File: src/rtl/kvlt_pkg.sv
// Shared types and constants of the key/value line tokenizer.
// Used by the channel interfaces and the top level; depends on nothing.
package kvlt_pkg;

    // Widths of the word fields on both channels.
    localparam int CH_BITS        = 8;
    localparam int OFFSET_OUT     = 16;
    localparam int KEY_LEN_BITS   = 8;
    localparam int VAL_LEN_BITS   = 10;

    // Configuration port.
    localparam int CFG_DATA_BITS  = 11;
    localparam int KEY_CAP_BITS   = 9;
    localparam int VAL_CAP_BITS   = 11;

    typedef enum logic [0:0] {
        CFG_KEY_CAPACITY   = 1'b0,
        CFG_VALUE_CAPACITY = 1'b1
    } cfg_index_t;

    localparam logic [KEY_CAP_BITS-1:0] KEY_CAP_RESET = 9'd64;
    localparam logic [VAL_CAP_BITS-1:0] VAL_CAP_RESET = 11'd256;

    // Characters with a meaning to the scanner.
    localparam logic [CH_BITS-1:0] CHAR_NUL    = 8'h00;
    localparam logic [CH_BITS-1:0] CHAR_TAB    = 8'h09;
    localparam logic [CH_BITS-1:0] CHAR_LF     = 8'h0A;
    localparam logic [CH_BITS-1:0] CHAR_CR     = 8'h0D;
    localparam logic [CH_BITS-1:0] CHAR_SPACE  = 8'h20;
    localparam logic [CH_BITS-1:0] CHAR_HASH   = 8'h23;
    localparam logic [CH_BITS-1:0] CHAR_SEMI   = 8'h3B;
    localparam logic [CH_BITS-1:0] CHAR_EQUALS = 8'h3D;

endpackage

File: src/rtl/kvlt_byte_if.sv
// Text byte channel: valid/ready handshake carrying one byte per word.
// Depends on kvlt_pkg for field widths.
interface kvlt_byte_if;
    logic                          valid;
    logic                          ready;
    logic [kvlt_pkg::CH_BITS-1:0]  ch;
    logic                          last;

    modport source (output valid, output ch, output last, input ready);
    modport sink   (input valid, input ch, input last, output ready);
endinterface

File: src/rtl/kvlt_rec_if.sv
// Record channel: valid/ready handshake carrying one key/value record per word.
// Depends on kvlt_pkg for field widths.
interface kvlt_rec_if;
    logic                               valid;
    logic                               ready;
    logic [kvlt_pkg::OFFSET_OUT-1:0]    key_offset;
    logic [kvlt_pkg::KEY_LEN_BITS-1:0]  key_length;
    logic [kvlt_pkg::OFFSET_OUT-1:0]    value_offset;
    logic [kvlt_pkg::VAL_LEN_BITS-1:0]  value_length;
    logic                               offset_overflow;

    modport source (output valid, output key_offset, output key_length,
                    output value_offset, output value_length,
                    output offset_overflow, input ready);
    modport sink   (input valid, input key_offset, input key_length,
                    input value_offset, input value_length,
                    input offset_overflow, output ready);
endinterface

File: src/rtl/key_value_line_tokenizer.sv
// Top level of the key/value line tokenizer: scans text bytes and emits records.
// Depends on kvlt_pkg, kvlt_byte_if and kvlt_rec_if.
//
//  Channel   Dir   Word contents
//  text      in    ch (8), last (1)
//  record    out   key_offset (16), key_length (8), value_offset (16),
//                  value_length (10), offset_overflow (1)
//  cfg_*     in    cfg_we, cfg_index (1), cfg_data (11), write only
//
// One byte is accepted per cycle. A line end that yields a record passes the
// snapshot and output registers: the line tracker registers a snapshot, then
// the length and cap stage fills the output register. Reset clears all scan
// state and loads the capacities 64 and 256. A stalled record holds the output
// register and, once the snapshot stage is full too, text.ready drops.
module key_value_line_tokenizer #(
    parameter int OFFSET_BITS = 16
) (
    input  logic                                clk,
    input  logic                                rst_n,
    kvlt_byte_if.sink                           text,
    kvlt_rec_if.source                          record,
    input  logic                                cfg_we,
    input  logic [0:0]                          cfg_index,
    input  logic [kvlt_pkg::CFG_DATA_BITS-1:0]  cfg_data
);

    localparam int WIDE_BITS = (OFFSET_BITS + 1 > kvlt_pkg::OFFSET_OUT) ?
                               OFFSET_BITS + 1 : kvlt_pkg::OFFSET_OUT;
    localparam logic [OFFSET_BITS-1:0] POS_MAX = {OFFSET_BITS{1'b1}};
    localparam logic [WIDE_BITS-1:0]   KEY_FIELD_MAX = WIDE_BITS'(255);
    localparam logic [WIDE_BITS-1:0]   VAL_FIELD_MAX = WIDE_BITS'(1023);

    typedef logic [OFFSET_BITS-1:0] pos_t;

    // Line state handed from the tracker to the length stage at a line end.
    typedef struct packed {
        pos_t line_start;
        pos_t equals_position;
        pos_t key_last;
        pos_t value_first;
        logic value_started;
        pos_t line_last;
        logic overflow;
    } snap_t;

    // Configuration registers.
    logic [kvlt_pkg::KEY_CAP_BITS-1:0] key_cap_reg;
    logic [kvlt_pkg::VAL_CAP_BITS-1:0] val_cap_reg;

    always_ff @(posedge clk or negedge rst_n)
    begin
        if (!rst_n)
        begin
            key_cap_reg <= kvlt_pkg::KEY_CAP_RESET;
            val_cap_reg <= kvlt_pkg::VAL_CAP_RESET;
        end
        else if (cfg_we)
        begin
            unique case (kvlt_pkg::cfg_index_t'(cfg_index))
                kvlt_pkg::CFG_KEY_CAPACITY:
                    key_cap_reg <= cfg_data[kvlt_pkg::KEY_CAP_BITS-1:0];
                kvlt_pkg::CFG_VALUE_CAPACITY:
                    val_cap_reg <= cfg_data;
                default:
                    key_cap_reg <= key_cap_reg;
            endcase
        end
    end

    // Scan state.
    pos_t pos_reg, pos_next;
    logic overflow_reg, overflow_next;
    logic in_line_reg, in_line_next;
    pos_t line_start_reg, line_start_next;
    logic comment_reg, comment_next;
    logic eq_seen_reg, eq_seen_next;
    pos_t eq_pos_reg, eq_pos_next;
    pos_t key_last_reg, key_last_next;
    pos_t val_first_reg, val_first_next;
    logic val_started_reg, val_started_next;
    pos_t line_last_reg, line_last_next;

    logic  accept;
    logic  is_zero, is_lf, is_blank, line_open, line_end, candidate;
    logic  s1_valid_reg, s1_valid_next;
    snap_t s1_reg;
    logic  out_en;

    assign accept = text.valid && text.ready;

    // Byte classification.
    always_comb
    begin
        is_zero  = (text.ch == kvlt_pkg::CHAR_NUL);
        is_lf    = (text.ch == kvlt_pkg::CHAR_LF);
        is_blank = (text.ch == kvlt_pkg::CHAR_SPACE) || (text.ch == kvlt_pkg::CHAR_TAB) ||
                   (text.ch == kvlt_pkg::CHAR_CR) || is_lf;
    end

    // Line tracker: next values of the scan state for the byte at the input.
    always_comb
    begin
        line_start_next  = line_start_reg;
        comment_next     = comment_reg;
        eq_seen_next     = eq_seen_reg;
        eq_pos_next      = eq_pos_reg;
        key_last_next    = key_last_reg;
        val_first_next   = val_first_reg;
        val_started_next = val_started_reg;
        line_last_next   = line_last_reg;
        line_open        = in_line_reg;

        if (!is_zero && !is_lf)
        begin
            // The first non-blank byte opens a line.
            if (!in_line_reg && !is_blank)
            begin
                line_open        = 1'b1;
                line_start_next  = pos_reg;
                comment_next     = (text.ch == kvlt_pkg::CHAR_HASH) ||
                                   (text.ch == kvlt_pkg::CHAR_SEMI);
                eq_seen_next     = 1'b0;
                val_started_next = 1'b0;
                eq_pos_next      = '0;
                key_last_next    = pos_reg;
                val_first_next   = '0;
                line_last_next   = pos_reg;
            end
            if (line_open)
            begin
                priority if (!eq_seen_next)
                begin
                    if (text.ch == kvlt_pkg::CHAR_EQUALS)
                    begin
                        eq_seen_next = 1'b1;
                        eq_pos_next  = pos_reg;
                    end
                    else if (!is_blank)
                    begin
                        key_last_next = pos_reg;
                    end
                end
                else if (!val_started_next && !is_blank)
                begin
                    val_started_next = 1'b1;
                    val_first_next   = pos_reg;
                end
                if (!is_blank)
                begin
                    line_last_next = pos_reg;
                end
            end
        end

        line_end     = line_open && (is_zero || is_lf || text.last);
        in_line_next = line_open && !line_end;
        candidate    = line_end && !comment_next && eq_seen_next;
    end

    // Position counter: saturates with a sticky flag, a zero byte restarts it.
    always_comb
    begin
        priority if (is_zero)
        begin
            pos_next      = '0;
            overflow_next = 1'b0;
        end
        else if (pos_reg == POS_MAX)
        begin
            pos_next      = POS_MAX;
            overflow_next = 1'b1;
        end
        else
        begin
            pos_next      = pos_reg + 1'b1;
            overflow_next = overflow_reg;
        end
    end

    always_ff @(posedge clk or negedge rst_n)
    begin
        if (!rst_n)
        begin
            pos_reg         <= '0;
            overflow_reg    <= 1'b0;
            in_line_reg     <= 1'b0;
            line_start_reg  <= '0;
            comment_reg     <= 1'b0;
            eq_seen_reg     <= 1'b0;
            eq_pos_reg      <= '0;
            key_last_reg    <= '0;
            val_first_reg   <= '0;
            val_started_reg <= 1'b0;
            line_last_reg   <= '0;
        end
        else if (accept)
        begin
            pos_reg         <= pos_next;
            overflow_reg    <= overflow_next;
            in_line_reg     <= in_line_next;
            line_start_reg  <= line_start_next;
            comment_reg     <= comment_next;
            eq_seen_reg     <= eq_seen_next;
            eq_pos_reg      <= eq_pos_next;
            key_last_reg    <= key_last_next;
            val_first_reg   <= val_first_next;
            val_started_reg <= val_started_next;
            line_last_reg   <= line_last_next;
        end
    end

    // Snapshot stage: holds a finished line that may yield a record.
    assign text.ready    = !s1_valid_reg || out_en;
    assign s1_valid_next = accept && candidate;

    always_ff @(posedge clk or negedge rst_n)
    begin
        if (!rst_n)
        begin
            s1_valid_reg <= 1'b0;
        end
        else if (text.ready)
        begin
            s1_valid_reg <= s1_valid_next;
        end
    end

    always_ff @(posedge clk)
    begin
        if (text.ready && s1_valid_next)
        begin
            s1_reg.line_start      <= line_start_next;
            s1_reg.equals_position <= eq_pos_next;
            s1_reg.key_last        <= key_last_next;
            s1_reg.value_first     <= val_first_next;
            s1_reg.value_started   <= val_started_next;
            s1_reg.line_last       <= line_last_next;
            s1_reg.overflow        <= overflow_reg;
        end
    end

    // Length stage: trimmed lengths, capacity caps and the value offset.
    logic [WIDE_BITS-1:0]                  klen_raw, vlen_raw, voff_wide;
    logic [kvlt_pkg::KEY_CAP_BITS-1:0]     key_lim, key_sat, key_fin;
    logic [kvlt_pkg::VAL_CAP_BITS-1:0]     val_lim, val_sat, val_fin;
    logic                                  emit;

    always_comb
    begin
        if (s1_reg.equals_position > s1_reg.line_start)
        begin
            klen_raw = WIDE_BITS'(s1_reg.key_last) - WIDE_BITS'(s1_reg.line_start) +
                       WIDE_BITS'(1);
        end
        else
        begin
            klen_raw = '0;
        end

        if (s1_reg.value_started)
        begin
            voff_wide = WIDE_BITS'(s1_reg.value_first);
            if (s1_reg.line_last >= s1_reg.value_first)
            begin
                vlen_raw = WIDE_BITS'(s1_reg.line_last) - WIDE_BITS'(s1_reg.value_first) +
                           WIDE_BITS'(1);
            end
            else
            begin
                vlen_raw = '0;
            end
        end
        else
        begin
            voff_wide = WIDE_BITS'(s1_reg.equals_position) + WIDE_BITS'(1);
            vlen_raw  = '0;
        end

        key_lim = (key_cap_reg == '0) ? '0 : key_cap_reg - 1'b1;
        val_lim = (val_cap_reg == '0) ? '0 : val_cap_reg - 1'b1;
        key_sat = (klen_raw > KEY_FIELD_MAX) ? kvlt_pkg::KEY_CAP_BITS'(255) :
                  klen_raw[kvlt_pkg::KEY_CAP_BITS-1:0];
        val_sat = (vlen_raw > VAL_FIELD_MAX) ? kvlt_pkg::VAL_CAP_BITS'(1023) :
                  vlen_raw[kvlt_pkg::VAL_CAP_BITS-1:0];
        key_fin = (key_sat > key_lim) ? key_lim : key_sat;
        val_fin = (val_sat > val_lim) ? val_lim : val_sat;
        emit    = s1_valid_reg && (key_fin != '0);
    end

    // Output register.
    logic                                 out_valid_reg;
    logic [kvlt_pkg::OFFSET_OUT-1:0]      key_off_reg, val_off_reg;
    logic [kvlt_pkg::KEY_LEN_BITS-1:0]    key_len_reg;
    logic [kvlt_pkg::VAL_LEN_BITS-1:0]    val_len_reg;
    logic                                 ovf_reg;

    assign out_en = !out_valid_reg || record.ready;

    always_ff @(posedge clk or negedge rst_n)
    begin
        if (!rst_n)
        begin
            out_valid_reg <= 1'b0;
        end
        else if (out_en)
        begin
            out_valid_reg <= emit;
        end
    end

    always_ff @(posedge clk)
    begin
        if (out_en && emit)
        begin
            key_off_reg <= kvlt_pkg::OFFSET_OUT'(WIDE_BITS'(s1_reg.line_start));
            key_len_reg <= key_fin[kvlt_pkg::KEY_LEN_BITS-1:0];
            val_off_reg <= voff_wide[kvlt_pkg::OFFSET_OUT-1:0];
            val_len_reg <= val_fin[kvlt_pkg::VAL_LEN_BITS-1:0];
            ovf_reg     <= s1_reg.overflow;
        end
    end

    assign record.valid           = out_valid_reg;
    assign record.key_offset      = key_off_reg;
    assign record.key_length      = key_len_reg;
    assign record.value_offset    = val_off_reg;
    assign record.value_length    = val_len_reg;
    assign record.offset_overflow = ovf_reg;

    // A shown record always has a key, and that key fits its capacity.
    assert property (@(posedge clk) disable iff (!rst_n)
        record.valid |-> (record.key_length != '0))
        else $error("record with empty key");

    assert property (@(posedge clk) disable iff (!rst_n)
        record.valid |-> (kvlt_pkg::KEY_CAP_BITS'(record.key_length) < key_cap_reg))
        else $error("key length beyond capacity");

    // The overflow flag is only set while the counter sits at its limit.
    assert property (@(posedge clk) disable iff (!rst_n)
        overflow_reg |-> (pos_reg == POS_MAX))
        else $error("overflow flag without saturated position");

    // A zero byte restarts the counter and clears the flag.
    assert property (@(posedge clk) disable iff (!rst_n)
        (accept && is_zero) |=> (pos_reg == '0) && !overflow_reg && !in_line_reg)
        else $error("zero byte did not restart the scan");

    // Input only stalls when the snapshot stage and the output register are full.
    assert property (@(posedge clk) disable iff (!rst_n)
        !text.ready |-> (s1_valid_reg && out_valid_reg))
        else $error("input stalled with room in the pipeline");

endmodule
File: src/flat_wrapper.sv
// flat-port wrapper written by rule: the top's interface ports become plain ports
module key_value_line_tokenizer_flat 
#(
    parameter int OFFSET_BITS = 16
)
  (clk, rst_n, cfg_we, cfg_index, cfg_data, text_valid, text_ch, text_last, text_ready, record_valid, record_key_offset, record_key_length, record_value_offset, record_value_length, record_offset_overflow, record_ready);
  kvlt_byte_if text_i ();
  kvlt_rec_if record_i ();
  input  logic clk;
  input  logic rst_n;
  input  logic cfg_we;
  input  logic [0:0] cfg_index;
  input  logic [kvlt_pkg::CFG_DATA_BITS-1:0] cfg_data;
  input wire logic [$bits(text_i.valid)-1:0] text_valid;
  input wire logic [$bits(text_i.ch)-1:0] text_ch;
  input wire logic [$bits(text_i.last)-1:0] text_last;
  output wire logic [$bits(text_i.ready)-1:0] text_ready;
  output wire logic [$bits(record_i.valid)-1:0] record_valid;
  output wire logic [$bits(record_i.key_offset)-1:0] record_key_offset;
  output wire logic [$bits(record_i.key_length)-1:0] record_key_length;
  output wire logic [$bits(record_i.value_offset)-1:0] record_value_offset;
  output wire logic [$bits(record_i.value_length)-1:0] record_value_length;
  output wire logic [$bits(record_i.offset_overflow)-1:0] record_offset_overflow;
  input wire logic [$bits(record_i.ready)-1:0] record_ready;
  assign text_i.valid = text_valid;
  assign text_i.ch = text_ch;
  assign text_i.last = text_last;
  assign text_ready = text_i.ready;
  assign record_valid = record_i.valid;
  assign record_key_offset = record_i.key_offset;
  assign record_key_length = record_i.key_length;
  assign record_value_offset = record_i.value_offset;
  assign record_value_length = record_i.value_length;
  assign record_offset_overflow = record_i.offset_overflow;
  assign record_i.ready = record_ready;
  key_value_line_tokenizer #(.OFFSET_BITS(OFFSET_BITS)) u_core (.clk(clk), .rst_n(rst_n), .text(text_i), .record(record_i), .cfg_we(cfg_we), .cfg_index(cfg_index), .cfg_data(cfg_data));
endmodule
File: config.mk
export PLATFORM = sky130hd
export DESIGN_NAME = key_value_line_tokenizer_flat
export DESIGN_NICKNAME = d
export VERILOG_FILES = /design/src/rtl/kvlt_pkg.sv /design/src/rtl/kvlt_byte_if.sv /design/src/rtl/kvlt_rec_if.sv /design/src/rtl/key_value_line_tokenizer.sv /design/src/flat_wrapper.sv
export SDC_FILE = /design/constraint.sdc
export NUM_CORES = 1
export LEC_CHECK = 0
export ABC_AREA = 1
export ABC_CLOCK_PERIOD_IN_PS = 15510
export BUFFER_PORTS_ARGS = -buffer_cell sky130_fd_sc_hd__buf_2
export CAP_MARGIN = 30
export CORE_UTILIZATION = 65
export CTS_CLUSTER_DIAMETER = 60
export CTS_CLUSTER_SIZE = 20
export DETAILED_ROUTE_END_ITERATION = 8
export PLACE_DENSITY_LB_ADDON = 0.25
export SYNTH_ARGS = -nofsm -noshare
export SYNTH_HDL_FRONTEND = slang
export SYNTH_SLANG_ARGS = --single-unit
File: constraint.sdc
create_clock -name clk -period 15.51 [get_ports clk]
set_clock_uncertainty 0.15 [all_clocks]
set_input_delay 3.102 -clock clk [delete_from_list [all_inputs] [get_ports clk]]
set_output_delay 3.102 -clock clk [all_outputs]
set_load 0.05 [all_outputs]
# Yosys cells after proc, flatten, opt, wreduce, memory -nomap -nowiden
# Index checks and enable logic that the tools add are counted.
totals:
  register_bits: 256
  input_bits: 26
  output_inout_bits: 53
op_classes:
  addsub: 8
  magnitude_cmp: 6
  eq_ne: 8
  n_mux: 53
  n_bitwise: 1
  reduce_logical: 37
ops:
  columns: ["operator", "n"]
  rows:
  - ["$mux W16", 25]
  - ["$mux W17", 3]
  - ["$add A17 B1 Y17 const B", 2]
  - ["$sub A16 B16 Y17", 2]
  - ["$add A16 B1 Y16 const B", 2]
  - ["$eq A8 B6 Y1 const B", 4]
  - ["$mux W9", 3]
  - ["$eq A8 B4 Y1 const B", 3]
  - ["$mux W11", 2]
  - ["$mux W1", 19]
  - ["$gt A17 B10 Y1 const B", 1]
  - ["$gt A17 B8 Y1 const B", 1]
  - ["$eq A16 B16 Y1 const B", 1]
  - ["$ge A16 B16 Y1", 1]
  - ["$gt A16 B16 Y1", 1]
  - ["$logic_and A1 B1 Y1", 12]
  - ["$gt A11 B11 Y1", 1]
  - ["$logic_not A11 Y1", 1]
  - ["$sub A11 B1 Y11 const B", 1]
  - ["$mux W10", 1]
  - ["$gt A9 B9 Y1", 1]
  - ["$logic_not A1 Y1", 9]
  - ["$logic_not A9 Y1", 1]
  - ["$reduce_bool A9 Y1", 1]
  - ["6 further kinds", 15]

# Logic depth before layout (Yosys ltp)
depth:
  word_depth: 14
  depth_mapped: 36

# Worst setup path after synthesis
# OpenSTA, ideal clock, no wires.
synth_timing:
  kind: "input to register"
  start: "input text_ch[7]"
  end: "register u_core.s1_reg[0] in the netlist's numbering, enable pin"
  setup_time_ns: 0.523
  arrival_ns: 7.770
  required_ns: 14.837
  slack_ns: 7.067
  cell_stages: 12
  path_buffers: 1
  cell_sequence: "nor2_1 > nand3_1 > nor4_2 > nor2_1 > nand2_2 > nor2_4 > inv_1 > nor2_2 > buf_2 > o21ai_0 > o211ai_1 > nor2_1"
synth_via:
  elab_chain_cells: 14
  elab_cells_between_ends: 36
  classes_between: "eq/ne (7); mux (11); reduce/logical (18)"
synth_rtl:
  columns: ["item", "line", "text"]
  rows:
  - ["start: declaration", "flat_wrapper.sv:15", "input wire logic [$bits(text_i.ch)-1:0] text_ch;"]
  - ["$eq A8 B6 Y1 or $eq A8 B4 Y1 (tied branches)", "key_value_line_tokenizer.sv:96", "is_blank = (text.ch == kvlt_pkg::CHAR_SPACE) || (text.ch == kvlt_pkg::CHAR_TAB) ||"]
  - ["$logic_or A1 B1 Y1 (2 in a row)", "key_value_line_tokenizer.sv:96", null]
  - ["$logic_or A1 B1 Y1", "key_value_line_tokenizer.sv:97", "(text.ch == kvlt_pkg::CHAR_CR) || is_lf;"]
  - ["$logic_not A1 Y1", "key_value_line_tokenizer.sv:116", "if (!in_line_reg && !is_blank)"]
  - ["$logic_and A1 B1 Y1", "key_value_line_tokenizer.sv:116", null]
  - ["$mux W1", "key_value_line_tokenizer.sv:116", null]
  - ["$mux W1", "key_value_line_tokenizer.sv:113", "if (!is_zero && !is_lf)"]
  - ["$mux W1 (on tied branches)", "key_value_line_tokenizer.sv:131, key_value_line_tokenizer.sv:113", null]
  - ["$mux W1 or $logic_and A1 B1 Y1 (tied branches)", "key_value_line_tokenizer.sv:129, key_value_line_tokenizer.sv:155", null]
  - ["$mux W1 or $logic_and A1 B1 Y1 (tied branches)", "key_value_line_tokenizer.sv:113, key_value_line_tokenizer.sv:157", null]
  - ["$logic_and A1 B1 Y1 (*)", "key_value_line_tokenizer.sv:157", "candidate = line_end && !comment_next && eq_seen_next;"]
  - ["$logic_and A1 B1 Y1 (*)", "key_value_line_tokenizer.sv:214", "assign s1_valid_next = accept && candidate;"]
  - ["$logic_and A1 B1 Y1 (*)", "key_value_line_tokenizer.sv:230", "if (text.ready && s1_valid_next)"]
  - ["end: declaration", "key_value_line_tokenizer.sv:86", "snap_t s1_reg;"]
# Mark *: on every way between the ends. The rest lies on a longest branch, timed or not. The select of a mux whose other input is x is not followed.
# A chain may end at the register's enable or synchronous reset.

# Final worst setup path
layout_timing:
  start: "input record_ready"
  end: "output text_ready"
layout_via:
  elab_chain_cells: 2
layout_rtl:
  columns: ["item", "line", "text"]
  rows:
  - ["start: declaration", "flat_wrapper.sv:24", "input wire logic [$bits(record_i.ready)-1:0] record_ready;"]
  - ["$logic_or A1 B1 Y1", "key_value_line_tokenizer.sv:297", "assign out_en = !out_valid_reg || record.ready;"]
  - ["$logic_or A1 B1 Y1", "key_value_line_tokenizer.sv:213", "assign text.ready = !s1_valid_reg || out_en;"]
  - ["end: declaration", "flat_wrapper.sv:17", "output wire logic [$bits(text_i.ready)-1:0] text_ready;"]
# No other way between the ends.

==> results.json <==
{
  "status": "completed",
  "antenna_found_initial": 0,
  "vias_per_cell": 5.67,
  "num_rows": 55,
  "ys.flop_type": "edfxtp_1",
  "drtIter0Drc": 937,
  "yosysSeqAreaShare_pct": 47.1,
  "crit_arrival_ns": 3.99,
  "die_w_um": 154,
  "largest_reg_flops": 82,
  "rsz0062_at_grt": "no",
  "dr.pass1.iters": 8,
  "critPathCaptureType": "primary output",
  "syn_to_final_growth_pct": 9.76,
  "setup_viol": 0,
  "cts_tree": "done",
  "netlist_instances": 1751,
  "crit_chain": "buf_2, nor2_1, nand2_1, buf_2",
  "async_reset_ff_share_pct": 48.0,
  "critPathBufInv": 2,
  "reg2reg_slack_ns": 9.77,
  "hold_viol": 0,
  "nNetsFinal": 1957,
  "route.detailed.drc": 0,
  "layout.cells.non_filler": 2119,
  "synth_top_area_share_pct": 26.6,
  "num_vias": 12000,
  "tns_ns": 0,
  "synthTopCellsByCount": "nand2_1 (437), inv_1 (302), o21ai_0 (167)",
  "worst_ir_drop_vdd_mv": 0.0919,
  "synth_area_leaders": "edfxtp_1 (27%), dfrtp_1 (20%), nand2_1 (11%), ha_1 (8.7%), inv_1 (7.5%)",
  "yosys_register_bits": 256,
  "crit_family": "simple AND/OR/NAND/NOR gates",
  "grt_pass1_vias": 11600,
  "ctsHtreeMaxLevel": 1,
  "dp_hpwl_um": 26300,
  "required_ns": 12.26,
  "cts_buffer_depth": 3,
  "tightestPinTransition_ns": 0.986,
  "drive_gt1_share_pct": 11.5,
  "crit_path_frequent_cell": "buf_2",
  "drv_cap": 0,
  "numCtsBuffers": 22,
  "ctsHoldBuffers": 0,
  "final_core_util_pct": 72.8,
  "cts.sink_count": 256,
  "port_buffers": 78,
  "max_freq_ghz": 0.138,
  "io_pins": 79,
  "min_path_type": "reg2reg",
  "synth.cell_area_um2": 15000,
  "core_um2": 22600,
  "wl_per_cell_um": 16.8,
  "grt_use_total_pct": 30.9,
  "min_period_over_period_pct": 46.7,
  "synth_top_area_cell": "edfxtp_1",
  "n_antenna_cell": 0,
  "yosysMostFrequentCell": "nand2_1",
  "start_util_pct": 66.3,
  "slew_viol_final": 0,
  "final_area_um2": 16500,
  "critical_path_class": "in2out",
  "avgSynthCellArea_um2": 8.58,
  "finalCriticalPeriod_ns": 7.24,
  "leakagePower_nw": 7.72,
  "clock_latency_ns": 0.54,
  "placed_cells": 2078,
  "yosys_warnings": 0,
  "critPathLaunchType": "input port",
  "grt-ovfl-total": 0,
  "grt_max_degree": 101,
  "fp.dieH_um": 154,
  "grt_pass1_wl_um": 57600,
  "powerDensity_nw_per_um2": 99.3,
  "dieArea_um2": 23700,
  "postCtsSetupBuffers": 0,
  "cts_root_buf": "clkbuf_16",
  "cp_slowest_stage_delay_ns": 0.28,
  "final_antenna_net_count": 0,
  "synth_cell_type_count": 58,
  "max-slew-margin-rel_pct": 34.0,
  "gp_congestion": 0.933,
  "drt-total-wl_um": 35600,
  "cp_max_fo": 3,
  "cp_slowest_cell": "buf_2",
  "synth_edf_count": 133,
  "ctsResizeCount": 0,
  "placedInstanceArea_um2": 15700,
  "clk_pin_slew_ns": 0.08
}
path summary, 6_finish.rpt:
check                                       startpoint                                      end  cells after the start
hold reg to reg             u_core.s1_reg[0]$_DFFE_PP_  u_core.record.offset_overflow$_DFFE_PP_                      0
setup reg to reg           u_core.s1_reg[67]$_DFFE_PP_  u_core.record.value_length[4]$_DFFE_PP_                     35
max in group asynchronous                        rst_n            u_core.pos_reg[1]$_DFFE_PN0P_                      2
hold / removal              u_core.s1_reg[0]$_DFFE_PP_  u_core.record.offset_overflow$_DFFE_PP_                      0
min in group asynchronous                        rst_n        u_core.val_cap_reg[7]$_DFFE_PN0P_                      1
setup / recovery                          record_ready                               text_ready                      4
metal layers:
metal  vias to the layer above  track usage, %  wire length (um)
li1                       5858               -                 -
met3                        65            5.33              2870
met4                         0            10.5              1090
met5                         -               0                 0
met2                       465            51.7             16900
met1                      5625            40.9             14800
report_power, final:
group          internal (mW)  switching [mW]
Clock                  0.312           0.276
Combinational         0.0749           0.170
Sequential             0.768          0.0354
final cells by class:
cell class              instances  area (um2)
clock inverters                14         173
well taps                     285         357
fillers                      1649        6160
inverters                     310        1160
clock buffers                  26         608
flip-flops and latches        256        7070
repair buffers                 86         508
multi-input cells            1142        6600
cell families after synthesis:
| family | share of synthesized area (%) |
|---|---|
| adder cells (fa/ha/maj) | 9.87 |
| AND/OR/NAND/NOR | 20.1 |
| other | 0.0250 |
| XOR/XNOR | 1.52 |
| AO/OA/AOI/OAI | 12.2 |
| flip-flops | 47.1 |
| buffers and inverters | 9.08 |
| multiplexers | 0.0750 |
layout by cell type (no fill, tap or decap), drive strengths merged, types with 2 or more instances in the layout:
cell type / n
nand2: 453
inv: 313
o21ai: 185
edfxtp: 133
dfrtp: 121
ha: 104
nor2: 95
buf: 86
nand3: 77
o22ai: 54
a21oi: 49
nor3: 27
clkbuf: 26
xor2: 21
nand4: 17
fa: 9
clkinv: 9
nand3b: 6
or2: 6
xnor2: 5
nor4: 5
o21a: 4
and2: 4
o211ai: 3
a211oi: 2
a21o: 2
a31oi: 2
conb: 2
dfstp: 2
metrics by stage:
stage	hold WS, ns	worst slack (ns)	total power, mW
final	0.295	8.27	1.64
after global placement	0.289	8.29	1.04
after global routing	0.323	8.22	1.70
after CTS	0.306	8.27	1.64
after floorplan	0.250	7.07	0.972
after detailed placement	0.287	8.27	1.05
Note: power is estimated with default switching activity, not from simulation.
